<file path="config.mk">
export PLATFORM = sky130hd
export DESIGN_NAME = telnet_command_filter_flat
export DESIGN_NICKNAME = d
export VERILOG_FILES = /design/src/design/tcf_pkg.sv /design/src/design/tcf_in_if.sv /design/src/design/tcf_out_if.sv /design/src/design/telnet_command_filter.sv /design/src/flat_wrapper.sv
export VERILOG_INCLUDE_DIRS = /design/src /design/src/design
export SDC_FILE = /design/constraint.sdc
export NUM_CORES = 1
export LEC_CHECK = 0
export BUFFER_PORTS_ARGS = -buffer_cell sky130_fd_sc_hd__buf_4
export CORE_ASPECT_RATIO = 1.2
export CORE_MARGIN = 10
export CORE_UTILIZATION = 55
export CTS_BUF_LIST = sky130_fd_sc_hd__clkbuf_2 sky130_fd_sc_hd__clkbuf_4 sky130_fd_sc_hd__clkbuf_8
export DETAILED_ROUTE_END_ITERATION = 12
export GPL_TIMING_DRIVEN = 0
export PLACE_DENSITY_LB_ADDON = 0.12
export SLEW_MARGIN = 20
export SYNTH_ARGS = -nofsm -noshare
export SYNTH_HDL_FRONTEND = slang
export SYNTH_SLANG_ARGS = --single-unit
export TNS_END_PERCENT = 5
</file>
<file path="constraint.sdc">
create_clock -name clk -period 6.7 [get_ports clk]
set_input_delay 1.34 -clock clk [delete_from_list [all_inputs] [get_ports clk]]
set_output_delay 1.34 -clock clk [all_outputs]
set_load 0.005 [all_outputs]
</file>
<file path="src/design/assert_macros.svh">
`ifndef ASSERT_MACROS_SVH
`define ASSERT_MACROS_SVH

// immediate relation that must hold at every clock edge out of reset
`define TCF_ASSERT(lbl, prop, msg) \
  lbl: assert property (@(posedge clk) disable iff (!rst_n) (prop)) else $error(msg);

// condition in one cycle implies a condition in the next cycle
`define TCF_ASSERT_NEXT(lbl, pre, post, msg) \
  lbl: assert property (@(posedge clk) disable iff (!rst_n) (pre) |=> (post)) else $error(msg);

`endif

</file>
<file path="src/design/tcf_pkg.sv">
`timescale 1ns / 1ps

package tcf_pkg;

  localparam int BYTE_W = 8;

  // telnet command codes
  localparam logic [BYTE_W-1:0] CMD_WILL = 8'hFB;
  localparam logic [BYTE_W-1:0] CMD_WONT = 8'hFC;
  localparam logic [BYTE_W-1:0] CMD_DO   = 8'hFD;
  localparam logic [BYTE_W-1:0] CMD_DONT = 8'hFE;
  localparam logic [BYTE_W-1:0] CMD_IAC  = 8'hFF;
  localparam logic [BYTE_W-1:0] OPT_GA   = 8'hF9;
  localparam logic [BYTE_W-1:0] BYTE_NUL = 8'h00;

  // parser phase codes
  localparam logic [1:0] PH_DATA = 2'd0;
  localparam logic [1:0] PH_CMD  = 2'd1;
  localparam logic [1:0] PH_OPT  = 2'd2;

  // position inside a three-byte reply
  localparam logic [1:0] IDX_IAC = 2'd0;
  localparam logic [1:0] IDX_CMD = 2'd1;
  localparam logic [1:0] IDX_OPT = 2'd2;

  // what one received byte produces
  typedef struct packed {
    logic              emit;
    logic              is_reply;
    logic [BYTE_W-1:0] byte_val;
    logic [BYTE_W-1:0] reply_cmd;
  } tcf_result_t;

endpackage

</file>
<file path="src/design/tcf_in_if.sv">
`timescale 1ns / 1ps

interface tcf_in_if import tcf_pkg::*; ();
  logic              valid;
  logic              ready;
  logic [BYTE_W-1:0] rx_byte;

  modport source (output valid, output rx_byte, input ready);
  modport sink   (input valid, input rx_byte, output ready);
endinterface

</file>
<file path="src/design/tcf_out_if.sv">
`timescale 1ns / 1ps

interface tcf_out_if import tcf_pkg::*; ();
  logic              valid;
  logic              ready;
  logic [BYTE_W-1:0] out_byte;
  logic              to_peer;
  logic              last;

  modport source (output valid, output out_byte, output to_peer, output last, input ready);
  modport sink   (input valid, input out_byte, input to_peer, input last, output ready);
endinterface

</file>
<file path="src/design/telnet_command_filter.sv">
`timescale 1ns / 1ps

// Telnet receive filter. Takes one received byte per transaction on in_chan and
// strips Telnet control sequences: NUL is dropped, IAC IAC gives one 0xFF data
// byte, IAC with another command is dropped, and IAC WILL/WONT/DO/DONT plus an
// option byte is dropped and answered on out_chan with three reply bytes
// (to_peer = 1). Data bytes and 0xFF are passed with to_peer = 0; last marks
// the final byte produced by one input. Each input byte is held in an
// input register, is parsed there, and its result is loaded into the output
// register; a new byte is taken every cycle while plain data flows and out_chan
// is ready. A reply holds the output register for three transactions, so the
// byte after a negotiation waits until the reply's last byte is taken; bytes
// that produce nothing pass through even while a result waits on out_chan.
module telnet_command_filter import tcf_pkg::*; (
  input logic      clk,
  input logic      rst_n,
  tcf_in_if.sink   in_chan,
  tcf_out_if.source out_chan
);

`include "assert_macros.svh"

  // input register
  logic              in_vld_r;
  logic [BYTE_W-1:0] in_byte_r;

  // parser state
  logic [1:0] phase_r, phase_nxt;
  logic       held_is_do_r, held_is_do_nxt;

  // result register
  logic              res_vld_r;
  logic              res_is_reply_r;
  logic [1:0]        res_idx_r;
  logic [BYTE_W-1:0] res_byte_r;
  logic [BYTE_W-1:0] res_cmd_r;

  tcf_result_t parse;
  logic        slot_free;
  logic        advance;
  logic        out_last;

  // parse the registered byte against the current phase
  always_comb begin
    parse          = '0;
    parse.byte_val = in_byte_r;
    phase_nxt      = phase_r;
    held_is_do_nxt = held_is_do_r;
    case (phase_r)
      PH_CMD: begin
        phase_nxt = PH_DATA;
        if (in_byte_r == CMD_IAC) begin
          parse.emit = 1'b1;
        end else if (in_byte_r == CMD_WILL || in_byte_r == CMD_WONT ||
                     in_byte_r == CMD_DO || in_byte_r == CMD_DONT) begin
          held_is_do_nxt = (in_byte_r == CMD_DO);
          phase_nxt      = PH_OPT;
        end
      end
      PH_OPT: begin
        parse.emit     = 1'b1;
        parse.is_reply = 1'b1;
        if (in_byte_r == OPT_GA) begin
          parse.reply_cmd = held_is_do_r ? CMD_WILL : CMD_DO;
        end else begin
          parse.reply_cmd = held_is_do_r ? CMD_WONT : CMD_DONT;
        end
        phase_nxt      = PH_DATA;
        held_is_do_nxt = 1'b0;
      end
      default: begin
        phase_nxt = PH_DATA;
        if (in_byte_r == CMD_IAC) begin
          phase_nxt = PH_CMD;
        end else if (in_byte_r != BYTE_NUL) begin
          parse.emit = 1'b1;
        end
      end
    endcase
  end

  // output side view of the result register
  assign out_last  = !res_is_reply_r || (res_idx_r == IDX_OPT);
  assign slot_free = !res_vld_r || (out_chan.ready && out_last);
  assign advance   = in_vld_r && (!parse.emit || slot_free);

  assign in_chan.ready = !in_vld_r || advance;

  always_comb begin
    out_chan.valid   = res_vld_r;
    out_chan.to_peer = res_is_reply_r;
    out_chan.last    = out_last;
    out_chan.out_byte = res_byte_r;
    if (res_is_reply_r) begin
      case (res_idx_r)
        IDX_IAC: out_chan.out_byte = CMD_IAC;
        IDX_CMD: out_chan.out_byte = res_cmd_r;
        default: out_chan.out_byte = res_byte_r;
      endcase
    end
  end

  // input register
  always_ff @(posedge clk) begin
    if (!rst_n) begin
      in_vld_r <= 1'b0;
    end else if (in_chan.ready) begin
      in_vld_r <= in_chan.valid;
    end
    if (in_chan.ready && in_chan.valid) begin
      in_byte_r <= in_chan.rx_byte;
    end
  end

  // parser state update
  always_ff @(posedge clk) begin
    if (!rst_n) begin
      phase_r      <= PH_DATA;
      held_is_do_r <= 1'b0;
    end else if (advance) begin
      phase_r      <= phase_nxt;
      held_is_do_r <= held_is_do_nxt;
    end
  end

  // result register and reply sequencing
  always_ff @(posedge clk) begin
    if (!rst_n) begin
      res_vld_r      <= 1'b0;
      res_idx_r      <= IDX_IAC;
      res_is_reply_r <= 1'b0;
    end else if (advance && parse.emit) begin
      res_vld_r      <= 1'b1;
      res_idx_r      <= IDX_IAC;
      res_is_reply_r <= parse.is_reply;
    end else if (res_vld_r && out_chan.ready) begin
      if (out_last) begin
        res_vld_r <= 1'b0;
      end else begin
        res_idx_r <= res_idx_r + 2'd1;
      end
    end
    if (advance && parse.emit) begin
      res_byte_r <= parse.byte_val;
      res_cmd_r  <= parse.reply_cmd;
    end
  end

  // checks
  `TCF_ASSERT(a_data_single, !(res_vld_r && !res_is_reply_r && res_idx_r != IDX_IAC),
              "data result left the first position")
  `TCF_ASSERT_NEXT(a_reply_holds, out_chan.valid && !(out_chan.ready && out_chan.last),
                   out_chan.valid, "result dropped before its last transaction")
  `TCF_ASSERT_NEXT(a_opt_reply, advance && phase_r == PH_OPT,
                   res_vld_r && res_is_reply_r && res_idx_r == IDX_IAC && phase_r == PH_DATA,
                   "option byte did not start a reply")
  `TCF_ASSERT(a_no_overwrite,
              !(advance && parse.emit && res_vld_r && !(out_chan.ready && out_last)),
              "result register overwritten while busy")

endmodule

</file>
<file path="src/flat_wrapper.sv">
// flat-port wrapper written by rule: the top's interface ports become plain ports
module telnet_command_filter_flat import tcf_pkg::*;
  (clk, rst_n, in_chan_valid, in_chan_rx_byte, in_chan_ready, out_chan_valid, out_chan_out_byte, out_chan_to_peer, out_chan_last, out_chan_ready);
  tcf_in_if in_chan_i ();
  tcf_out_if out_chan_i ();
  input logic clk;
  input logic rst_n;
  input wire logic [$bits(in_chan_i.valid)-1:0] in_chan_valid;
  input wire logic [$bits(in_chan_i.rx_byte)-1:0] in_chan_rx_byte;
  output wire logic [$bits(in_chan_i.ready)-1:0] in_chan_ready;
  output wire logic [$bits(out_chan_i.valid)-1:0] out_chan_valid;
  output wire logic [$bits(out_chan_i.out_byte)-1:0] out_chan_out_byte;
  output wire logic [$bits(out_chan_i.to_peer)-1:0] out_chan_to_peer;
  output wire logic [$bits(out_chan_i.last)-1:0] out_chan_last;
  input wire logic [$bits(out_chan_i.ready)-1:0] out_chan_ready;
  assign in_chan_i.valid = in_chan_valid;
  assign in_chan_i.rx_byte = in_chan_rx_byte;
  assign in_chan_ready = in_chan_i.ready;
  assign out_chan_valid = out_chan_i.valid;
  assign out_chan_out_byte = out_chan_i.out_byte;
  assign out_chan_to_peer = out_chan_i.to_peer;
  assign out_chan_last = out_chan_i.last;
  assign out_chan_i.ready = out_chan_ready;
  telnet_command_filter u_core (.clk(clk), .rst_n(rst_n), .in_chan(in_chan_i), .out_chan(out_chan_i));
endmodule
</file>
==> results.tsv, run 1 <==
metric	value	unit
run_status	complete, no violations	
maxCapViolations	0	
routed_wire_length	2430	um
finalPower	327	uW
port_buffers	22	
die_w	65.5	um
synth_area	1370	um2
synthesis.area_per_instance	12.1	um2
die_height	74.7	um
multiInputGateArea	563	um2
floorplan.rows	19	
vias	930	
gp_routability_congestion	0.883	
antenna_left	0	
worstPathArrival	2130	ps
vdd_drop_max	0.000184	V
layout.cells.most_common	sky130_fd_sc_hd__buf_4	
clock_insertion_delay_worst_skew	320	ps
tns	0	ps
dp_worst_setup_slack	3250	ps
grt_overflow	0	
clock_tree.buffer_depth	2	
core_area	2330	um2
hpwl	1900	um
slew_headroom	52.3	%
grt_first_pass_wirelength	3890	um
grt_antenna_before_repair	0	
fin_ws	3230	ps
post-cts-setup-buffer-count	0	
io-pin-count	24	
area_delta_synth_final	18.7	%
fin_worst_skew	0.970	ps
worst_setup_path_start_kind	flip-flop	
finalCritPeriodShare	51.8	%
final.min_clock_period	3470	ps
number_of_gates_resized_after_cts	0	
post_synth_num_cell_types	36	
path_class	reg -> out	
route.detailed.drc	0	
power_density	201	nW/um2
count_of_warnings_emitted_by_yosys	0	
track_usage	10.0	%
drtPass1Iterations	4	
most-common-layout-cells	sky130_fd_sc_hd__buf_4, sky130_fd_sc_hd__edfxtp_1, sky130_fd_sc_hd__o22a_1	
critPathCaptureType	primary output	
clock-root-buffer	sky130_fd_sc_hd__clkbuf_4	
setup-violations-final	0	
grt_pass1_vias	920	
diodes	0	
design.final.nets	158	
die_area	4890	um2
holdCritPathClass	reg -> reg	
n_fill_cell	191	
worst-slew-pin-transition	715	ps
post_drt_via_cell_ratio	5.47	
cts_max_level	1	
clkTransAtPathRegs	130	ps
post_drt_wl_per_cell	14.3	um
start_util	58.8	%
critPathMaxFanout	9	
mapped_cells	113	
clkSinkCount	28	
tritoncts.num_buffers	3	
seq_area_frac_synth	55.6	%
final_util	69.8	%
synth-seq-cells	28	
cts_hold_buffers	0	
rsz0062_at_grt	false	
grt_start_max_net_pins	17	
required	5360	ps
drv_slew	0	
report.final.hold_viol_count	0	
drt-initial-drc-count	47	
max_freq	0.288	GHz
seq_cell_area	761	um2
mappedNetlistNets	131	
final_layout_size_suffix_gt1_share	23.7	%
total_leakage_power	0.000583	uW
cts_tree	yes	
## stage by stage
step / cell area (um2) / hold WS, ps / instances
2_1_floorplan: 1370 / 439 / 113
3_3_place_gp: 1570 / 450 / 166
3_5_place_dp: 1570 / 460 / 166
4_1_cts: 1630 / 480 / 170
5_1_grt: 1630 / 497 / 170
6_report: 1630 / 476 / 170
## state kept, by name, summed over array words and instances, names as in the netlist
register,cells
u_core.out_chan.valid,1
u_core.held_is_do_r,1
u_core.res_byte_r,8
u_core.res_cmd_r,4
u_core.phase_r,2
u_core.in_byte_r,8
u_core.out_chan.to_peer,1
u_core.in_vld_r,1
u_core.res_idx_r,2
## critical path, cell delays in order, from the launching register on
cell	delay [ps]
sky130_fd_sc_hd__dfxtp_1	350
sky130_fd_sc_hd__inv_1	80
sky130_fd_sc_hd__ha_1	140
sky130_fd_sc_hd__clkbuf_1	310
sky130_fd_sc_hd__nand2_1	170
sky130_fd_sc_hd__or2_1	320
sky130_fd_sc_hd__o21a_1	130
sky130_fd_sc_hd__o22a_1	170
sky130_fd_sc_hd__buf_4	130
## per-layer routing
metal  global-route usage [%]  wire length [um]  vias to the layer above
li1                         -                 -                      470
met1                     9.44               987                      434
met2                     18.8              1280                       18
met3                     2.67               101                        8
met4                     6.67                56                        0
met5                        0                 0                        -
## synthesized netlist by cell type
cell	instances	area share [%]
sky130_fd_sc_hd__o21ai_1	2	0.73
sky130_fd_sc_hd__a211oi_1	1	0.55
sky130_fd_sc_hd__or4_4	1	0.82
sky130_fd_sc_hd__buf_1	2	0.55
sky130_fd_sc_hd__nand2_1	6	1.6
sky130_fd_sc_hd__o21ai_2	1	0.64
sky130_fd_sc_hd__o21a_1	6	3.3
sky130_fd_sc_hd__nor3b_4	1	1.4
sky130_fd_sc_hd__a21boi_1	1	0.55
sky130_fd_sc_hd__nor2_1	4	1.1
sky130_fd_sc_hd__dfxtp_1	8	12
sky130_fd_sc_hd__o31a_1	1	0.64
sky130_fd_sc_hd__or2_1	1	0.46
sky130_fd_sc_hd__inv_1	8	2.2
sky130_fd_sc_hd__o211ai_1	1	0.55
sky130_fd_sc_hd__or4_1	2	1.1
sky130_fd_sc_hd__mux2i_1	3	2.2
sky130_fd_sc_hd__nor3b_1	1	0.55
sky130_fd_sc_hd__nand2b_4	1	1.0
sky130_fd_sc_hd__edfxtp_1	20	44
sky130_fd_sc_hd__o21a_2	1	0.64
sky130_fd_sc_hd__and3_1	1	0.46
sky130_fd_sc_hd__a21boi_0	1	0.55
sky130_fd_sc_hd__ha_1	6	5.5
sky130_fd_sc_hd__clkbuf_1	2	0.55
sky130_fd_sc_hd__xnor2_1	2	1.3
sky130_fd_sc_hd__nand4_1	2	0.91
sky130_fd_sc_hd__nand3_1	5	1.8
sky130_fd_sc_hd__o22a_1	11	7.0
sky130_fd_sc_hd__nor2b_1	4	1.8
sky130_fd_sc_hd__nand4b_1	1	0.64
sky130_fd_sc_hd__and2b_2	1	0.64
sky130_fd_sc_hd__nor3_1	1	0.37
sky130_fd_sc_hd__and2_1	2	0.91
sky130_fd_sc_hd__nor3b_2	1	0.91
sky130_fd_sc_hd__nand2b_1	1	0.46
## final timing paths
check	slack, ps	cells past startpoint	startpoint	to
worst max register to register	4330	5	u_core.in_byte_r[2]	u_core.in_byte_r[7]
worst min register to register	480	2	u_core.held_is_do_r	u_core.held_is_do_r
worst min-delay path	480	2	u_core.held_is_do_r	u_core.held_is_do_r
worst max-delay path	3230	8	u_core.res_idx_r[1]	out_chan_out_byte[6]
## power by group
part           internal, uW  leakage (uW)  total [uW]  switching (uW)
Sequential              193      0.000257         198            5.36
Clock                  60.5     0.0000279         106            45.6
Combinational          13.3      0.000298        22.5            9.24
## final cells by class
type	count	share of cell area, %
clock inverter	1	1.85
sequential	28	46.8
timing repair buffer	22	10.2
tap	31	2.39
buffer	4	0.924
clock buffer	3	1.39
inverter	8	1.85
multi-input combinational	73	34.6
## cells by family after synthesis
kind of cell | after synthesis | synth area share, %
flip-flops | 28 | 55.6
AND/OR/NAND/NOR | 36 | 17.0
adder cells (fa/ha/maj) | 6 | 5.48
multiplexers | 3 | 2.19
AO/OA/AOI/OAI | 26 | 15.2
buffers and inverters | 12 | 3.29
XOR/XNOR | 2 | 1.28
(Power assumes the default switching activity.)
==> run 2, diff against run 1 <==
- CORE_UTILIZATION: 55 -> 51
- clock period: 6.7 -> 2.9 ns (I/O delays scaled with it)
==> run 2 against run 1 <==
Against the previous run:
- power grew 130%
- setup slack lost 3000 ps
- cell area grew 0.15%
- wire length grew 0.33%
- critical path type unchanged
- critical endpoint unchanged
- largest power group unchanged
- highest routed layer unchanged
==> results.tsv, run 2 (synthesis gave the netlist of run 1 again) <==
metric	value	unit	change
grt_pass1_vias	966		was 920
rr_startpoint	u_core.in_byte_r[2]		unchanged
worst-slew-pin-transition	739	ps	was 715 ps
vdd_drop_max	0.000322	V	was 0.000184 V
hold_path_startpoint	in_chan_rx_byte[2]		was u_core.held_is_do_r
most-common-layout-cells	sky130_fd_sc_hd__buf_4, sky130_fd_sc_hd__edfxtp_1, sky130_fd_sc_hd__o22a_1		unchanged
instances_no_fill	172		was 170
number_of_gates_resized_after_cts	0		unchanged
tns	0	ps	unchanged
clkSinkCount	28		unchanged
drv_slew	0		unchanged
final.hold.worst_slack	414	ps	was 476 ps
maxCapViolations	0		unchanged
area_of_placed_instances	1580	um2	was 1570 um2
required	2320	ps	was 5360 ps
cts_tree	yes		unchanged
hpwl	1880	um	was 1900 um
path_class	reg -> out		unchanged
slew_headroom	50.7	%	was 52.3%
max_freq	0.373	GHz	
rsz0062_at_grt	false		unchanged
grt_antenna_before_repair	0		unchanged
n_fill_cell	215		was 191
io-pin-count	24		unchanged
worstPathArrival	2100	ps	was 2130 ps
diodes	0		unchanged
layout.cells.most_common	sky130_fd_sc_hd__buf_4		unchanged
floorplan.rows	20		was 19
cts_hold_buffers	0		unchanged
grt_first_pass_wirelength	3930	um	was 3890 um
post_drt_wl_per_cell	14.2	um	was 14.3 um
biggestRegsByFlops	u_core.in_byte_r x8, u_core.res_byte_r x8, u_core.res_cmd_r x4		unchanged
fin_worst_skew	2.96	ps	was 0.970 ps
die_area	5160	um2	was 4890 um2
clock_tree.buffer_depth	2		unchanged
post_drt_via_cell_ratio	5.35		was 5.47
stdcell_area	1630	um2	about the same
route.detailed.drc	0		unchanged
start_util	53.6	%	was 58.8%
core_area	2550	um2	was 2330 um2
area_delta_synth_final	18.9	%	was 18.7%
power_density	468	nW/um2	was 201 nW/um2
clock_insertion_delay_worst_skew	330	ps	was 320 ps
final_layout_size_suffix_gt1_share	23.7	%	unchanged
clock-root-buffer	sky130_fd_sc_hd__clkbuf_4		unchanged
report.final.hold_viol_count	0		unchanged
run_status	complete, no violations		unchanged
critPathCaptureType	primary output		unchanged
worst_setup_path_start_kind	flip-flop		unchanged
port_buffers	22		unchanged
post-cts-setup-buffer-count	0		unchanged
routed_wire_length	2440	um	was 2430 um
drt-initial-drc-count	32		was 47
final.min_clock_period	2680	ps	
critPathMaxFanout	9		unchanged
design.final.nets	158		unchanged
clkTransAtPathRegs	140	ps	was 130 ps
total_leakage_power	0.000583	uW	unchanged
grt_start_max_net_pins	17		unchanged
critical_path.startpoint	u_core.res_idx_r[0]		was u_core.res_idx_r[1]
grt_overflow	0		unchanged
die_w	67.3	um	was 65.5 um
vias	921		was 930
gp_routability_congestion	0.822		was 0.883
tritoncts.num_buffers	3		unchanged
cts_max_level	1		unchanged
dp_cells	168		was 166
holdCritPathClass	in -> reg		was reg -> reg
finalCritPeriodShare	92.5	%	
drtPass1Iterations	4		unchanged
track_usage	9.33	%	was 10.0%
setup-violations-final	0		unchanged
antenna_left	0		unchanged
die_height	76.8	um	was 74.7 um
## run 2: cell counts in the layout (fill, tap and decap cells not counted)
Identical to the previous run, type by type.
## run 2: power breakdown
part | switching, uW | internal, uW
Clock | 111 | 140
Combinational | 21.5 | 30.8
Sequential | 12.3 | 446
Total | 145 | 617
## run 2: metal layers
| metal | GRT usage (%) | wire [um] | up-vias | share of wire, % |
|---|---|---|---|---|
| met2 | 15.3 | 1190 | 22 | 49 |
| met1 | 10.5 | 1080 | 424 | 44 |
| li1 | - | - | 468 | - |
| met3 | 3.05 | 117 | 7 | 4.8 |
| met4 | 4.12 | 51 | 0 | 2.1 |
| met5 | 0 | 0 | - | 0 |
## run 2: critical path, stage by stage, from the launching register on
cell	delay, ps
sky130_fd_sc_hd__dfxtp_1	410
sky130_fd_sc_hd__ha_1	160
sky130_fd_sc_hd__clkbuf_1	290
sky130_fd_sc_hd__nand2_1	160
sky130_fd_sc_hd__or2_1	310
sky130_fd_sc_hd__o21a_1	130
sky130_fd_sc_hd__o22a_1	180
sky130_fd_sc_hd__buf_4	130
## run 2: area by class of cell
cell class | count | area (um2) | share of cell area (%)
clock buffer | 3 | 22.5 | 1.38
buffer | 4 | 15.0 | 0.922
timing repair buffer | 22 | 165 | 10.1
multi-input combinational | 73 | 563 | 34.6
inverter | 8 | 30.0 | 1.84
sequential | 28 | 761 | 46.7
tap | 33 | 41.3 | 2.54
clock inverter | 1 | 30.0 | 1.84
## run 2: path summary, 6_finish.rpt
kind | to | slack (ps) | depth (start not counted)
max | out_chan_out_byte[6] | 220 | 7
min | u_core.in_byte_r[2] | 410 | 1
max reg2reg | u_core.in_byte_r[6] | 570 | 5
min reg2reg | u_core.held_is_do_r | 480 | 2
## run 2: stage by stage
| stage | setup slack [ps] | utilization (%) | total power, uW |
|---|---|---|---|
| floorplan | 780 | - | 493 |
| global placement | 578 | 61.7 | 518 |
| detailed placement | 576 | 61.7 | 520 |
| CTS | 188 | 63.8 | 766 |
| global route | 47.0 | 63.8 | 792 |
| finish | 218 | 63.8 | 762 |
==> run 3, diff against run 2 <==
- CORE_MARGIN: 10 -> 2
- CORE_UTILIZATION: 51 -> 45
- MAX_ROUTING_LAYER: not set -> met4
==> run 3 against run 2 <==
Against the previous run:
- via count grew 2.1%
- sequential share of layout area hardly changed
- setup slack got worse by 1.4 ps
- count of clock-buffer cells in the layout unchanged
- clock power about the same
- clock skew decreased by 1.9 ps
- critical path depth up 1
- maximum frequency is essentially flat
- combinational power hardly changed
- die area shrank 32%
- sequential power is essentially flat
- sequential cell count did not move
- critical endpoint unchanged
- highest routed layer unchanged
==> results.tsv, run 3 (synthesis gave the netlist of run 1 again) <==
metric	value	unit	change
rsz0062_at_grt	false		unchanged
power.combinational.fraction	6.9	%	about the same
route.detailed.drc	0		unchanged
floorplan.rows	21		was 20
power.switching_fraction	19.0	%	about the same
gp_routability_congestion	0.868		was 0.822
instances_no_fill	173		was 172
tns	0	ps	unchanged
report.final.hold_viol_count	0		unchanged
finalCritPeriodShare	92.5	%	about the same
critPathCaptureType	primary output		unchanged
fin_worst_skew	1.04	ps	was 2.96 ps
max_freq	0.373	GHz	about the same
maxCapViolations	0		unchanged
crit_slowest_cell	sky130_fd_sc_hd__dfxtp_1		unchanged
multiInputGateArea	563	um2	unchanged
die_w	54.3	um	was 67.3 um
power_density	467	nW/um2	was 468 nW/um2
die_height	64.4	um	was 76.8 um
worst_setup_path_start_kind	flip-flop		unchanged
tritoncts.num_buffers	3		unchanged
cts_max_level	1		unchanged
required	2320	ps	about the same
design.final.nets	158		unchanged
core_area	2840	um2	was 2550 um2
drv_slew	0		unchanged
grt_start_max_net_pins	17		unchanged
final_layout_size_suffix_gt1_share	23.7	%	unchanged
hpwl	1740	um	was 1880 um
port_buffers	22		unchanged
holdPathStages	1		unchanged
total_leakage_power	0.000583	uW	unchanged
area_delta_synth_final	19.0	%	was 18.9%
final.min_clock_period	2680	ps	about the same
timing.reg2reg.worst_path_depth	5		unchanged
run_status	complete, no violations		unchanged
post_drt_wl_per_cell	13.2	um	was 14.2 um
most-common-layout-cells	sky130_fd_sc_hd__buf_4, sky130_fd_sc_hd__edfxtp_1, sky130_fd_sc_hd__o22a_1		unchanged
grt_first_pass_wirelength	3960	um	was 3930 um
drt-initial-drc-count	22		was 32
dp_cells	169		was 168
clock-root-buffer	sky130_fd_sc_hd__clkbuf_4		unchanged
timing.critical_path.cells	inv_1 > ha_1 > clkbuf_1 > nand2_1 > or2_1 > o21a_1 > o22a_1 > buf_4		was ha_1 > clkbuf_1 > nand2_1 > or2_1 > o21a_1 > o22a_1 > buf_4
number_of_gates_resized_after_cts	0		unchanged
clkSinkCount	28		unchanged
setup-violations-final	0		unchanged
total_switching_power	144	uW	was 145 uW
grt_overflow	0		unchanged
clkTransAtPathRegs	140	ps	about the same
critPathMaxFanout	9		unchanged
start_util	48.2	%	was 53.6%
drtPass1Iterations	4		unchanged
critical_path.top_delay_family	buffers and inverters		was simple AND/OR/NAND/NOR gates
post-cts-setup-buffer-count	0		unchanged
worst_path_largest_cell_delay	350	ps	was 410 ps
cts_tree	yes		unchanged
holdCritPathClass	in -> reg		unchanged
hold_path_startpoint	in_chan_rx_byte[3]		was in_chan_rx_byte[2]
routed_wire_length	2280	um	was 2440 um
die_area	3500	um2	was 5160 um2
timing.reg2reg.setup_slack	490	ps	was 570 ps
r2r-end	u_core.in_byte_r[1]		was u_core.in_byte_r[6]
antenna_left	0		unchanged
io-pin-count	24		unchanged
n_fill_cell	249		was 215
biggestRegsByFlops	u_core.in_byte_r x8, u_core.res_byte_r x8, u_core.res_cmd_r x4		unchanged
portion_of_total_power_attributed_to_the_clock_network	32.9	%	about the same
worstPathArrival	2100	ps	about the same
vdd_drop_max	0.000329	V	was 0.000322 V
clock_insertion_delay_worst_skew	320	ps	was 330 ps
power.sequential.fraction	60.3	%	was 60.2%
total_internal_power	617	uW	about the same
rr_startpoint	u_core.in_byte_r[2]		unchanged
vias	940		was 921
post_drt_via_cell_ratio	5.43		was 5.35
seq_cell_area	761	um2	unchanged
layout.cells.most_common	sky130_fd_sc_hd__buf_4		unchanged
track_usage	15.8	%	was 9.33%
diodes	0		unchanged
path_class	reg -> out		unchanged
grt_antenna_before_repair	0		unchanged
worst-slew-pin-transition	721	ps	was 739 ps
cts_hold_buffers	0		unchanged
clock_tree.buffer_depth	2		unchanged
slew_headroom	51.9	%	was 50.7%
destination_of_the_worst_hold_path	u_core.in_byte_r[3]		was u_core.in_byte_r[2]
grt_pass1_vias	957		was 966
critical_path_buf_inv_count	3		was 2
-- run 3: cell counts in the layout (fill, tap and decap cells not counted) --
No cell type changed its count.
-- run 3: how the worst max path moves through the flow --
| stage | start | end | slack [ps] | cells after the start |
|---|---|---|---|---|
| after floorplan | u_core.in_byte_r[2] | u_core.in_byte_r[0] | 780 | 5 |
| after global placement | u_core.in_byte_r[2] | u_core.in_byte_r[4] | 530 | 5 |
| after detailed placement | u_core.in_byte_r[2] | u_core.in_byte_r[7] | 500 | 5 |
| after CTS | u_core.res_idx_r[1] | out_chan_out_byte[6] | 180 | 8 |
| after global routing | u_core.res_idx_r[0] | out_chan_out_byte[6] | 20 | 7 |
| final | u_core.res_idx_r[1] | out_chan_out_byte[6] | 220 | 8 |
-- run 3: layout make-up --
class / instances / share of cell area [%]
buffer: 4 / 0.922
clock inverter: 1 / 1.84
clock buffer: 3 / 1.38
multi-input combinational: 73 / 34.6
inverter: 8 / 1.84
timing repair buffer: 22 / 10.1
sequential: 28 / 46.7
tap: 34 / 2.61
-- run 3: through the flow --
stage               total power (uW)  cell area, um2  utilization (%)  setup slack [ps]  hold slack [ps]
CTS                              768            1630             57.4               175              410
global placement                 517            1580             55.6               526              452
detailed placement               520            1580             55.6               500              454
floorplan                        493            1370                -               780              439
finish                           761            1630             57.4               216              417
global route                     793            1630             57.4              21.4              383
-- run 3: per-layer routing --
layer	GRT usage (%)	up-vias	part of all wire, %
li1	-	474	-
met1	17.2	437	43
met2	26.8	22	52
met3	2.76	7	2.8
met4	7.81	0	2.1
met5	-	-	0
-- run 3: power by group through the flow --
stage,clock (uW),sequential [uW],combinational (uW)
CTS,256,459,53.1
detailed placement,0,468,52.9
global placement,0,466,50.8
floorplan,0,464,29.0
finish,250,459,52.1
global route,274,461,57.9
-- run 3: worst register-to-register path: cells and delay by family (launching register included) --
family | cells | cell delay, ps
AOI/OAI and AO/OA | 1 | 200
and+or+nand+nor | 4 | 1360
DFF | 1 | 510
